<file path="src/rtl/tfn_pkg.sv">
// ----------------------------------------------------------------------------
// Triangle face normal package
// Shared widths, operation codes, phase codes and control types.
// ----------------------------------------------------------------------------
package tfn_pkg;

	localparam int DEF_MAX_VERTICES = 1024;
	localparam int IDX_W            = 10;
	localparam int COORD_W          = 16;
	localparam int STEP_W           = 6;
	localparam int PHASE_W          = 4;

	localparam logic OP_WRITE = 1'b0;
	localparam logic OP_FACE  = 1'b1;

	localparam logic [PHASE_W-1:0] P_IDLE = 4'd0;
	localparam logic [PHASE_W-1:0] P_READ = 4'd1;
	localparam logic [PHASE_W-1:0] P_MUL  = 4'd2;
	localparam logic [PHASE_W-1:0] P_ABS  = 4'd3;
	localparam logic [PHASE_W-1:0] P_NORM = 4'd4;
	localparam logic [PHASE_W-1:0] P_SQ   = 4'd5;
	localparam logic [PHASE_W-1:0] P_ROOT = 4'd6;
	localparam logic [PHASE_W-1:0] P_DIV  = 4'd7;
	localparam logic [PHASE_W-1:0] P_DONE = 4'd8;

	localparam logic [STEP_W-1:0] READ_LAST = 6'd3;
	localparam logic [STEP_W-1:0] MUL_LAST  = 6'd6;
	localparam logic [STEP_W-1:0] SQ_LAST   = 6'd3;
	localparam logic [STEP_W-1:0] ROOT_LAST = 6'd32;
	localparam logic [STEP_W-1:0] DIV_LAST  = 6'd47;

	typedef struct packed {
		logic [PHASE_W-1:0] phase;
		logic [STEP_W-1:0]  step;
		logic               load;
		logic               wr;
		logic               out_load;
	} cmd_t;

	typedef struct packed {
		logic zero;
		logic norm_done;
	} sts_t;

endpackage

</file>
<file path="src/rtl/tfn_ctrl.sv">
// ----------------------------------------------------------------------------
// Triangle face normal controller
// Sequences vertex reads, cross product, scaling, square root and division.
// ----------------------------------------------------------------------------
module tfn_ctrl (
	input  logic          clk,
	input  logic          arst_n,
	input  logic          in_valid,
	output logic          in_stall,
	input  logic          operation,
	output logic          out_valid,
	input  logic          out_stall,
	input  tfn_pkg::sts_t sts,
	output tfn_pkg::cmd_t cmd
);

	logic [tfn_pkg::PHASE_W-1:0] state_q, state_d;
	logic [tfn_pkg::STEP_W-1:0]  step_q;
	logic                        out_valid_q;
	logic                        accept;
	logic                        out_free;

	assign in_stall  = (state_q != tfn_pkg::P_IDLE);
	assign accept    = in_valid && !in_stall;
	assign out_free  = !out_valid_q || !out_stall;
	assign out_valid = out_valid_q;

	always_comb begin
		state_d = state_q;
		unique case (state_q)
			tfn_pkg::P_IDLE: if (accept && operation == tfn_pkg::OP_FACE) state_d = tfn_pkg::P_READ;
			tfn_pkg::P_READ: if (step_q == tfn_pkg::READ_LAST) state_d = tfn_pkg::P_MUL;
			tfn_pkg::P_MUL:  if (step_q == tfn_pkg::MUL_LAST) state_d = tfn_pkg::P_ABS;
			tfn_pkg::P_ABS:  state_d = tfn_pkg::P_NORM;
			tfn_pkg::P_NORM: begin
				if (sts.zero) state_d = tfn_pkg::P_DONE;
				else if (sts.norm_done) state_d = tfn_pkg::P_SQ;
			end
			tfn_pkg::P_SQ:   if (step_q == tfn_pkg::SQ_LAST) state_d = tfn_pkg::P_ROOT;
			tfn_pkg::P_ROOT: if (step_q == tfn_pkg::ROOT_LAST) state_d = tfn_pkg::P_DIV;
			tfn_pkg::P_DIV:  if (step_q == tfn_pkg::DIV_LAST) state_d = tfn_pkg::P_DONE;
			tfn_pkg::P_DONE: if (out_free) state_d = tfn_pkg::P_IDLE;
			default:         state_d = tfn_pkg::P_IDLE;
		endcase
	end

	always_comb begin
		cmd.phase    = state_q;
		cmd.step     = step_q;
		cmd.load     = accept && (operation == tfn_pkg::OP_FACE);
		cmd.wr       = accept && (operation == tfn_pkg::OP_WRITE);
		cmd.out_load = (state_q == tfn_pkg::P_DONE) && out_free;
	end

	always_ff @(posedge clk or negedge arst_n) begin
		if (!arst_n) begin
			state_q     <= tfn_pkg::P_IDLE;
			step_q      <= '0;
			out_valid_q <= 1'b0;
		end else begin
			state_q <= state_d;
			if (state_d != state_q) step_q <= '0;
			else step_q <= step_q + 1'b1;
			if (cmd.out_load) out_valid_q <= 1'b1;
			else if (!out_stall) out_valid_q <= 1'b0;
		end
	end

`ifndef SYNTHESIS
	a_load_in_done: assert property (@(posedge clk) disable iff (!arst_n)
		cmd.out_load |-> state_q == tfn_pkg::P_DONE)
		else $error("result loaded outside the done phase");
	a_root_to_div: assert property (@(posedge clk) disable iff (!arst_n)
		(state_q == tfn_pkg::P_ROOT && step_q == tfn_pkg::ROOT_LAST) |=>
		state_q == tfn_pkg::P_DIV)
		else $error("square root did not hand over to division");
	a_zero_done: assert property (@(posedge clk) disable iff (!arst_n)
		(state_q == tfn_pkg::P_NORM && sts.zero) |=> state_q == tfn_pkg::P_DONE)
		else $error("zero normal did not finish at once");
	a_valid_src: assert property (@(posedge clk) disable iff (!arst_n)
		$rose(out_valid_q) |-> $past(state_q) == tfn_pkg::P_DONE)
		else $error("result word appeared without a finished face");
`endif

endmodule

</file>
<file path="config.mk">
export PLATFORM = sky130hd
export DESIGN_NAME = tfn_ctrl
export DESIGN_NICKNAME = d
export VERILOG_FILES = /design/src/rtl/tfn_pkg.sv /design/src/rtl/tfn_ctrl.sv
export SDC_FILE = /design/constraint.sdc
export NUM_CORES = 1
export LEC_CHECK = 0
export BUFFER_PORTS_ARGS = -buffer_cell sky130_fd_sc_hd__buf_2
export CAP_MARGIN = 20
export CORE_MARGIN = 10
export CORE_UTILIZATION = 50
export CTS_CLUSTER_SIZE = 30
export DETAILED_ROUTE_END_ITERATION = 6
export PLACE_DENSITY = 0.75
export SETUP_SLACK_MARGIN = 0.2
export SYNTH_ARGS = -nofsm -noshare
export SYNTH_HDL_FRONTEND = slang
export SYNTH_SLANG_ARGS = --single-unit
</file>
<file path="constraint.sdc">
create_clock -name clk -period 2.4 [get_ports clk]
set_clock_uncertainty 0.05 [all_clocks]
set_input_delay 0 -clock clk [delete_from_list [all_inputs] [get_ports clk]]
set_output_delay 0 -clock clk [all_outputs]
set_load 0.005 [all_outputs]
</file>
== Word level (Yosys, flattened, before mapping) ==
Index checks and enable logic that the tools add are counted.
Cells by class
  multiplexer cells: 13
  equality and inequality tests: 14
  reductions and logical operators: 10
  bitwise logic cells: 1
  add/sub/neg operators: 1
Operator list (number)
  $mux W4: 9
  $pmux W4 S9: 1
  $eq A4 B3 Y1 const B: 4
  $eq A6 B6 Y1 const B: 2
  $eq A4 B2 Y1 const B: 2
  $add A6 B1 Y6 const B: 1
  $eq A6 B2 Y1 const B: 1
  $eq A6 B3 Y1 const B: 1
  $mux W6: 1
  $eq A4 B1 Y1 const B: 1
  $eq A4 B4 Y1 const B: 1
  $logic_and A1 B1 Y1: 4
  $logic_not A4 Y1: 1
  $ne A4 B4 Y1: 1
  $reduce_bool A4 Y1: 1
  $logic_not A1 Y1: 3
  $mux W1: 2
  $ne A2 B1 Y1 const B: 1
  $logic_or A1 B1 Y1: 1
  $not A1 Y1: 1
Storage, ports and cells
  bits of input ports: 7
  logic and storage cells: 42
  flip-flop bits (word level): 11

== Longest topological paths before layout ==
Gate-level depths: netlist of run 1.
  depth in word-level cells: 8
  mapped depth: 6
  depth with buffers taken out: 6

== Worst setup path before layout of run 1 ==
Ideal clock, no wire load.
  kind: reg-to-reg
  from: register step_q[0] (netlist bit)
  to: register step_q[1] (netlist bit)
  period minus slack after synthesis: 1772 ps
  stages on the path, launching flop included: 7
  path buffers: 0
  path slack: 628 ps
  setup time: 80 ps
  data arrival time: 1642 ps
  cell sequence: dfrtp_1 -> inv_1 -> ha_1 -> and4b_1 -> o211a_1 -> o32a_4 -> nor3b_2
Between the ends
  word-level cells in the longest chain between the ends: 5
  elaborated cells between the ends (all ways): 13
  classes of those cells: add/sub (1); eq/ne (5); mux (7)
RTL lines
  start, declared: RTL line tfn_ctrl.sv:18  | logic [tfn_pkg::STEP_W-1:0] step_q;
  start signal, assigned: RTL line tfn_ctrl.sv:63  | else step_q <= step_q + 1'b1;
  $eq A6 B6 Y1 (tied with other cells): RTL line tfn_ctrl.sv:41  | tfn_pkg::P_DIV: if (step_q == tfn_pkg::DIV_LAST) state_d = tfn_pkg::P_DONE;
  $mux W4 (on tied branches)
  $pmux W4 S9: RTL line tfn_ctrl.sv:30  | unique case (state_q)
  $ne A4 B4 Y1: RTL line tfn_ctrl.sv:62  | if (state_d != state_q) step_q <= '0;
  $mux W6 (*): RTL line tfn_ctrl.sv:62
Mark *: on every way between the ends. The rest lies on a longest branch, timed or not.
A chain may end at the register's enable or synchronous reset.

== Worst setup path in the final report of run 1 ==
  from: register step_q[0] (netlist bit)
  to: register step_q[2] (netlist bit)
The elaborated chain is that of the path after synthesis.

==> qor.yml, run 1 <==
floorplanning:
  ioPinCount: 22
  rows: 14
  initial_core_util: 0.530
  coreArea_mm2: 0.00152
  dieArea_mm2: 0.00362
  fp.dieH_um: 60.2
  die_w_um: 60.2
grt:
  grt.total_usage: 0.115
  grt_start_max_net_pins: 17
  grt_pass1_vias: 744
  antenna_found_initial: 0
  grt_pass1_wl_mm: 3.28
  overflow: 0
yosys:
  synth-seq-cells: 11
  yosysWarnings: 0
  yosysTopAreaCellShare: 0.341
  syn_area_um2: 807
  ys_seq_area_frac: 0.341
  yosysUniqueCellTypes: 34
  yosys-top-cells-area: "dfrtp_1, nor3_2, ha_1, nor4_1, xor2_1"
  synth_nets: 94
  yosysTopAreaCell: "dfrtp_1"
  synth.avg_cell_area_um2: 9.61
  synthCells: 84
pwr:
  powerDensity_mw_per_mm2: 1060
  leakagePower_uw: 0.000467
  combPwrFrac: 0.487
  vdd_drop_max_v: 0.000668
  p_sw_uw: 445
  pwr-share-seq: 0.383
  p_int_uw: 549
  clkPwrFrac: 0.130
  p_total_uw: 994
  switching_share: 0.447
drt:
  post_drt_wl_per_cell_um: 15.3
  met3WireLength_um: 144
  dr.pass1.iters: 4
  vias_per_cell: 5.88
  wl_met1_um: 794
  wl_mm: 1.87
  vias: 717
  initialDrtViolationCount: 17
  wl_met2_um: 907
  top_layer: "met4"
  drc: 0
  ant_nets: 0
setup_path:
  cp.required_ps: 2550
  start_kind: "flop"
  crit_type: "reg -> reg"
  worst_ep_arrival_time_ps: 2020
  slowest_stage: "dfrtp_1"
  path_cells: "inv_1 > ha_1 > and4b_1 > o211a_1 > o32a_4 > nor3_2"
  crit_cells: 6
  crit_family: "compound AO/OA/AOI/OAI gates"
  crit_buf_inv: 1
  ff2ff_path_depth: 6
  path_max_fanout: 6
  critPathMaxStageDelay_ps: 450
  cp-end-kind: "flop"
timing:
  timing.fmax_ghz: 0.532
  grt_setup_unrepaired: "false"
  setup_viol: 0
  hold_viol: 0
  drv_slew: 0
  post-route-period-util: 0.783
  tns_ps: 0
  max-slew-margin-rel: 0.709
  worst_pin_slew_ps: 432
  min_period_ps: 1880
cells_and_area:
  drive_gt1_frac: 0.340
  layout.nets: 117
  final_cell_mix: "buf_2, dfrtp_1, nand2_1"
  syn_to_final_growth_pct: 16.0
  layout_commonest_cell: "buf_2"
  diodes: 0
clocking:
  cts_root_buffer: "clkbuf_4"
  post-cts-setup-buffer-count: 0
  clk_path_buf_depth: 2
  clk_latency_ps: 270
  cts_tree: "done"
  path_clk_slew_ps: 70
  ctsResizeCount: 0
  holdBufCountCts: 2
  cts.sinks: 11
  cts_inserted_buffers: 3
  htree_levels: 1
flow_run:
  maxCapViolCount: 0
placement:
  port_buffers: 21
  hpwl_mm: 1.40
  gp_congestion: 0.828
hold_path:
  hp-class: "in -> async"
run_status:
  status: "completed"
## routing by layer
metal,vias up,GRT usage
li1,355,-
met1,339,0.131
met2,19,0.190
met3,4,0.0445
met4,0,0.0353
met5,-,0
## kinds of logic (layout without fill, tap and decap cells)
family,after synthesis,after routing,synth area share
AND/OR/NAND/NOR,40,40,0.326
AO/OA/AOI/OAI,15,15,0.158
adder cells (fa/ha/maj),3,3,0.0465
XOR/XNOR,4,4,0.0434
buffers and inverters,11,33,0.0853
flip-flops,11,11,0.341
## cells in the mapped netlist, drive strengths merged
cell and n:
nand2 6, buf 6, and3 2, or4b 1, nor3b 2, nor2b 1, or3 1, nand3 3
a21oi 5, xor2 3, nand4 2, nor3 6, o211a 1, o41ai 1, ha 3, nor2 5
o22ai 1, nor4 5, a31oi 2, nand2b 2, and4b 1, and2 1, nor4bb 1, o221ai 1
xnor2 1, dfrtp 11, or4 1, o32a 1, a311oi 1, inv 5, a211oi 2
## metrics by stage
| step | hold slack, ps | setup WS [ps] | cells | util | instance area [um^2] |
|---|---|---|---|---|---|
| global placement | -173 | 556 | 116 | 0.584 | 890 |
| floorplan | -346 | 628 | 84 | - | 807 |
| CTS | 68.8 | 510 | 122 | 0.614 | 936 |
| detailed placement | -170 | 528 | 116 | 0.584 | 890 |
| finish | 66.4 | 522 | 122 | 0.614 | 936 |
| global route | 94.8 | 359 | 122 | 0.614 | 936 |
## final cells by class
cell class | count | area [um^2]
fill | 135 | 588
inverter | 5 | 18.8
sequential | 11 | 275
tap | 16 | 20.0
clock buffer | 4 | 26.3
multi-input combinational | 62 | 463
timing repair buffer | 24 | 133
## flip-flops by register name, indices dropped and copies added (netlist names)
name       flops
out_valid      1
step_q         6
state_q        4
## worst paths after layout
path                                start    endpoint  slack, ps
worst max-delay path            step_q[0]   step_q[2]        520
worst min-delay path               arst_n   step_q[5]         70
worst max register to register  step_q[0]   step_q[2]        520
worst min register to register  out_valid   out_valid        480
max in group asynchronous          arst_n  state_q[1]       2040
min in group clk                   sts[1]  state_q[2]         80
## worst register-to-register path, stage by stage, from the launching register on
cell and delay (ps):
dfrtp_1 450, inv_1 90, ha_1 190, and4b_1 180
o211a_1 240, o32a_4 410, nor3_2 190
## power groups by stage
stage                     clock (uW)  sequential (uW)  combinational, uW
after floorplan                    0              309                432
after global placement             0              380                479
after detailed placement           0              383                486
after CTS                        131              380                492
after global routing             140              406                546
final                            129              381                484
(Power assumes the default switching activity.)
==> inputs of run 2 (changes only) <==
--- a/config.mk
+++ b/config.mk
@@ -5,13 +5,14 @@
 export SDC_FILE = /design/constraint.sdc
 export NUM_CORES = 1
 export LEC_CHECK = 0
+export ABC_AREA = 1
 export BUFFER_PORTS_ARGS = -buffer_cell sky130_fd_sc_hd__buf_2
 export CAP_MARGIN = 20
 export CORE_MARGIN = 10
-export CORE_UTILIZATION = 50
+export CORE_UTILIZATION = 44
 export CTS_CLUSTER_SIZE = 30
 export DETAILED_ROUTE_END_ITERATION = 6
-export PLACE_DENSITY = 0.75
+export PLACE_DENSITY = 0.7
 export SETUP_SLACK_MARGIN = 0.2
 export SYNTH_ARGS = -nofsm -noshare
 export SYNTH_HDL_FRONTEND = slang
==> constraint.sdc (replaced) <==
create_clock -name clk -period 1.7 [get_ports clk]
set_clock_uncertainty 0.05 [all_clocks]
set_input_delay 0 -clock clk [delete_from_list [all_inputs] [get_ports clk]]
set_output_delay 0 -clock clk [all_outputs]
set_load 0.005 [all_outputs]
==> qor.yml, run 2 <==
grt:
  grt_pass1_wl_mm: 3.04  # -7.4%
  grt_start_max_net_pins: 12  # -5
  antenna_found_initial: 0  # unchanged
  overflow: 0  # unchanged
  grt_pass1_vias: 727  # -2.3%
  grt.total_usage: 0.103  # -0.0113
drt:
  vias: 786  # +9.6%
  met3WireLength_um: 106  # -26%
  wl_met2_mm: 1.02  # +13%
  top_layer: "met4"
  drc: 0  # unchanged
  wl_met1_um: 870  # +9.6%
  initialDrtViolationCount: 21  # +4
  wl_mm: 2.03  # +9.0%
  vias_per_cell: 5.07  # -14%
  ant_nets: 0  # unchanged
  post_drt_wl_per_cell_um: 13.1  # -14%
  dr.pass1.iters: 4  # unchanged
clocking:
  path_clk_slew_ps: 70  # about the same
  cts_inserted_buffers: 3  # unchanged
  cts_root_buffer: "clkbuf_4"
  cts_tree: "done"
  cts.sinks: 11  # unchanged
  clk_path_buf_depth: 2  # unchanged
  htree_levels: 1  # unchanged
  clk_latency_ps: 280  # about the same
yosys:
  yosysTopAreaCell: "dfrtp_1"
  synth-compound-area-share: 0.0705  # -0.0877
  synth_common_cells: "nand2_1, nor2_1, inv_1, dfrtp_1, nand3_1"
  ys_seq_area_frac: 0.369  # +0.0280
  synth_edf_count: 0  # unchanged
  synth.avg_cell_area_um2: 7.10  # -26%
  yosys-top-cells-area: "dfrtp_1, nand2_1, nor2_1, inv_1, ha_1"
  async_flop_share: 1.00  # unchanged
  syn_area_um2: 746  # -7.6%
  yosysUniqueCellTypes: 23  # -32%
  synth-xor-area-share: 0.0470  # +0.00357
  synth_most_common_cell: "nand2_1"
  yosysTopAreaCellShare: 0.369  # +0.0280
  synth_top_family_by_area: "simple AND/OR/NAND/NOR gates"
  synth-seq-cells: 11  # unchanged
  synthCells: 105  # +25%
  synthAdderAreaFrac: 0.0503  # +0.00382
  synth_nets: 115  # +22%
  yosysWarnings: 0  # unchanged
  muxShareOfSynthArea: 0  # unchanged
  yosys.area_share.simple: 0.367  # +0.0419
  ys.flop_type: "dfrtp_1"
placement:
  dpl-instance-area_um2: 877  # -1.4%
  hpwl_mm: 1.39  # -0.54%
  port_buffers: 21  # unchanged
  gp_congestion: 0.892  # +7.7%
  pre_cts_slack_ps: 120  # -408 ps
pwr:
  pwr-share-seq: 0.314  # -0.069
  leakagePower_uw: 0.000562  # +20%
  vdd_drop_max_v: 0.000711  # +6.3%
  p_int_uw: 727  # +32%
  switching_share: 0.475  # +0.0280
  powerDensity_mw_per_mm2: 1320  # +24%
  clkPwrFrac: 0.138  # +0.008
  p_sw_uw: 659  # +48%
  combPwrFrac: 0.548  # +0.061
setup_path:
  cp.required_ps: 1820  # -730 ps
  cp-end-kind: "flop"
  start_kind: "flop"
  worst_ep_arrival_time_ps: 1700  # -320 ps
  crit_type: "reg -> reg"
  path_max_fanout: 6  # unchanged
floorplanning:
  rows: 14  # unchanged
  initial_core_util: 0.478  # -0.0512
  die_w_um: 61.2  # +1.7%
  dieArea_mm2: 0.00374  # +3.3%
  coreArea_mm2: 0.00156  # +2.3%
  fp.dieH_um: 61.2  # +1.7%
  ioPinCount: 22  # unchanged
cells_and_area:
  layout.nets: 150  # +28%
  diodes: 0  # unchanged
  finish.utilization: 0.675  # +0.0608
  largest_register: "step_q"
  layout_commonest_cell: "buf_2"
  design_area_mm2: 0.00105  # +12%
  drive_gt1_frac: 0.468  # +0.128
  final_cell_mix: "buf_2, nand2_1, inv_1"
  largest_reg_flops: 6  # unchanged
  syn_to_final_growth_pct: 41.1
timing:
  max-slew-margin-rel: 0.809  # +0.100
  timing.fmax_ghz: 0.633  # +19%
  fin_ws_ps: 120  # -402 ps
  post-route-period-util: 0.930  # +0.147
  min_period_ps: 1580  # -298 ps
  setup_viol: 0  # unchanged
  drv_slew: 0  # unchanged
  hold_slack_ps: 12.5  # -53.9 ps
  worst_pin_slew_ps: 286  # -146 ps
  hold_viol: 0  # unchanged
  grt_setup_unrepaired: "true"
run_status:
  status: "completed"
flow_run:
  maxCapViolCount: 0  # unchanged
hold_path:
  hp-class: "in -> reg"
## run 2: changes by cell type after synthesis, moves of 3 or more
cell | before | now
nor2_2 | 0 | 5
nand2_2 | 0 | 3
nand2_1 | 6 | 23
nand3_1 | 3 | 7
nor4_1 | 5 | 0
nor2_1 | 5 | 19
a21oi_1 | 5 | 1
nor3_2 | 5 | 0
inv_1 | 5 | 14
buf_4 | 3 | 0
## run 2: what timing repair did
item,4_1_cts,5_1_grt
pin swaps,3,9
gates cloned,0,0
hold endpoints to repair,12,0
setup endpoints to repair,6,8
setup buffers,1,5
gates resized for setup,6,20
hold buffers,2,0
## run 2: final cells by class
type | count | area, um^2
inverters | 16 | 60.1
multi-input cells | 77 | 483
flip-flops and latches | 11 | 280
fillers | 123 | 507
clock buffers | 4 | 26.3
well taps | 16 | 20.0
repair buffers | 31 | 183
## run 2: power by group through the flow
stage | logic, uW | clock network (uW) | registers (uW)
floorplan | 401 | 0 | 395
global placement | 562 | 0 | 422
detailed placement | 559 | 0 | 425
CTS | 591 | 191 | 432
global route | 845 | 213 | 449
finish | 760 | 191 | 436
## run 2: cell families after synthesis
logic type / Yosys count
and+or+nand+nor: 62
buffers and inverters: 17
DFF: 11
AOI/OAI and AO/OA: 8
xor gates and xnor gates: 4
adders and majority gates: 3
## run 2: worst max-delay path: stages, from the launching register on
cell and delay (ps):
dfrtp_2 420, ha_4 180, nand2_2 60, nor2_2 120, nand2_1 70, nand2_2 80
nand3_2 100, o21ai_2 140, nand2_2 80, nand2_4 110, nor2_1 60
## run 2: per-layer routing
| layer | global-route usage | up-vias |
|---|---|---|
| met5 | 0 | - |
| met4 | 0.0293 | 0 |
| met3 | 0.0226 | 5 |
| met2 | 0.169 | 21 |
| met1 | 0.133 | 362 |
| li1 | - | 398 |
## run 2: metrics by stage
| stage | TNS [ps] | total power [uW] | std cells |
|---|---|---|---|
| floorplan | 0 | 796 | 105 |
| global route | -12.7 | 1510 | 155 |
| CTS | 0 | 1210 | 150 |
| detailed placement | 0 | 984 | 143 |
| finish | 0 | 1390 | 155 |
| global placement | 0 | 984 | 143 |
## run 2: path summary, 6_finish.rpt
kind | startpoint | end | slack (ps) | cells past startpoint
min in group asynchronous | arst_n | state_q[2] | 60 | 2
hold / removal | sts[1] | state_q[2] | 10 | 4
setup / recovery | step_q[1] | step_q[2] | 120 | 10
setup reg to reg | step_q[1] | step_q[2] | 120 | 10
max in group asynchronous | arst_n | step_q[0] | 1320 | 2
hold reg to reg | out_valid | out_valid | 500 | 2
==> inputs of run 3 (changes only) <==
--- a/config.mk
+++ b/config.mk
@@ -17,3 +17,4 @@
 export SYNTH_ARGS = -nofsm -noshare
 export SYNTH_HDL_FRONTEND = slang
 export SYNTH_SLANG_ARGS = --single-unit
+export TNS_END_PERCENT = 5
==> constraint.sdc (replaced) <==
create_clock -name clk -period 1.7 [get_ports clk]
set_clock_uncertainty 0.05 [all_clocks]
set_input_delay 0 -clock clk [delete_from_list [all_inputs] [get_ports clk]]
set_output_delay 0 -clock clk [all_outputs]
set_load 0.1 [all_outputs]
==> qor.yml, run 3 (synthesis gave the netlist of run 2 again) <==
run_status:
  status: "completed"
floorplanning:
  coreArea_mm2: 0.00156  # unchanged
  ioPinCount: 22  # unchanged
  initial_core_util: 0.478  # unchanged
  fp.dieH_um: 61.2  # unchanged
  die_w_um: 61.2  # unchanged
  rows: 14  # unchanged
  dieArea_mm2: 0.00374  # unchanged
clocking:
  clk_latency_ps: 270  # about the same
  cts_tree: "done"
  cts_inserted_buffers: 3  # unchanged
  path_clk_slew_ps: 80  # about the same
  cts.sinks: 11  # unchanged
  htree_levels: 1  # unchanged
  cts_root_buffer: "clkbuf_4"
  clk_path_buf_depth: 2  # unchanged
timing:
  setup_viol: 0  # unchanged
  fin_ws_ps: 89.5  # -30.3 ps
  hold_slack_ps: 41.0  # +28.4 ps
  timing.fmax_ghz: 0.621  # -1.9%
  hold_viol: 0  # unchanged
  drv_slew: 0  # unchanged
  grt_setup_unrepaired: "true"
  max-slew-margin-rel: 0.676  # -0.133
  post-route-period-util: 0.947  # +0.0178
  worst_pin_slew_ps: 489  # +203 ps
  min_period_ps: 1610  # +30.3 ps
drt:
  drc: 0  # unchanged
  initialDrtViolationCount: 16  # -24%
  vias: 762  # -3.1%
  ant_nets: 0  # unchanged
  dr.pass1.iters: 4  # unchanged
  wl_mm: 1.84  # -9.7%
  post_drt_wl_per_cell_um: 12.0  # -8.6%
  vias_per_cell: 4.98  # -1.8%
cells_and_area:
  final_cell_mix: "nand2_1, buf_2, nor2_1"
  largest_reg_flops: 6  # unchanged
  nFillCells: 129  # +4.9%
  drive_gt1_frac: 0.401  # -0.0662
  syn_to_final_growth_pct: 45.6
  diodes: 0  # unchanged
  layout.nets: 148  # -1.3%
  layout_commonest_cell: "nand2_1"
  largest_register: "step_q"
placement:
  hpwl_mm: 1.43  # +2.5%
  gp_congestion: 0.850  # -4.8%
  port_buffers: 21  # unchanged
  pre_cts_slack_ps: 51.4  # -69.0 ps
pwr:
  p_int_uw: 819  # +13%
  powerDensity_mw_per_mm2: 1930  # +47%
  leakagePower_uw: 0.000557  # -0.80%
  p_sw_uw: 1280  # +94%
  combPwrFrac: 0.703  # +0.155
  pwr-share-seq: 0.211  # -0.103
  p_total_uw: 2100  # +52%
  vdd_drop_max_v: 0.00119  # +67%
  switching_share: 0.610  # +0.135
  clkPwrFrac: 0.086  # -0.052
setup_path:
  crit_type: "reg -> out"
  cp-end-kind: "primary output"
  start_kind: "flop"
  worst_ep_arrival_time_ps: 1560  # -140 ps
  cp.required_ps: 1650  # -170 ps
  path_max_fanout: 6  # unchanged
grt:
  overflow: 0  # unchanged
  grt.total_usage: 0.105  # +0.00201
  antenna_found_initial: 0  # unchanged
  grt_start_max_net_pins: 12  # unchanged
  grt_pass1_vias: 748  # +2.9%
  grt_pass1_wl_mm: 3.05  # +0.23%
flow_run:
  maxCapViolCount: 0  # unchanged
hold_path:
  hp-class: "in -> reg"
## run 3: cell count changes in the layout (fill, tap and decap cells not counted), moves of 3 or more
cell,before,now
nand3_1,3,6
buf_2,21,18
buf_4,7,4
buf_12,0,3
nor2_1,12,16
nand2_2,5,2
nor2_2,11,5
## run 3: repair_timing
item | 4_1_cts | 5_1_grt
resized for setup | 6 | 5
endpoints found under the hold margin | 12 | 0
endpoints found under the setup margin | 9 | 10
pin swaps | 4 | 4
buffers inserted | 4 | 1
hold buffers | 2 | 0
## run 3: final timing paths
check	to	cells after the start	slack, ps	from
hold / removal	state_q[2]	4	40	sts[1]
setup reg to reg	step_q[5]	10	140	state_q[0]
hold reg to reg	out_valid	2	530	out_valid
min in group asynchronous	state_q[0]	2	60	arst_n
max in group asynchronous	state_q[3]	2	1300	arst_n
setup / recovery	cmd[1]	5	90	state_q[0]
## run 3: metrics by stage
stage	TNS (ps)	util	cells	cell area, um^2
finish	0	0.697	153	1090
CTS	0	0.682	152	1060
floorplan	-2600	-	105	802
detailed placement	0	0.621	142	968
global route	0	0.697	153	1090
global placement	0	0.621	142	968
## run 3: cell type report
type                    instances  area, um^2  share of cell area
clock buffers                   4        26.3              0.0242
inverters                      16        60.1              0.0553
multi-input cells              77         475               0.438
flip-flops and latches         11         288               0.265
well taps                      16        20.0              0.0184
repair buffers                 29         216               0.199
## run 3: worst max-delay path: stages, from the launching register on
cell     delay, ps
dfrtp_4        530
nor2_4         150
buf_6          130
nand2_8         40
nor3b_4        230
buf_12         200
## run 3: layer usage
metal | wire [um] | track usage | vias to the layer above
met1 | 761 | 0.118 | 345
li1 | - | - | 394
met3 | 147 | 0.0473 | 4
met2 | 905 | 0.176 | 19
met5 | 0 | 0 | -
met4 | 22 | 0.0293 | 0
## run 3: power groups by stage
stage	clock, uW	sequential [uW]	combinational (uW)
6_report	181	443	1480
5_1_grt	205	460	1570
4_1_cts	188	440	1420
3_5_place_dp	0	451	1330
3_3_place_gp	0	449	1330
2_1_floorplan	0	831	712
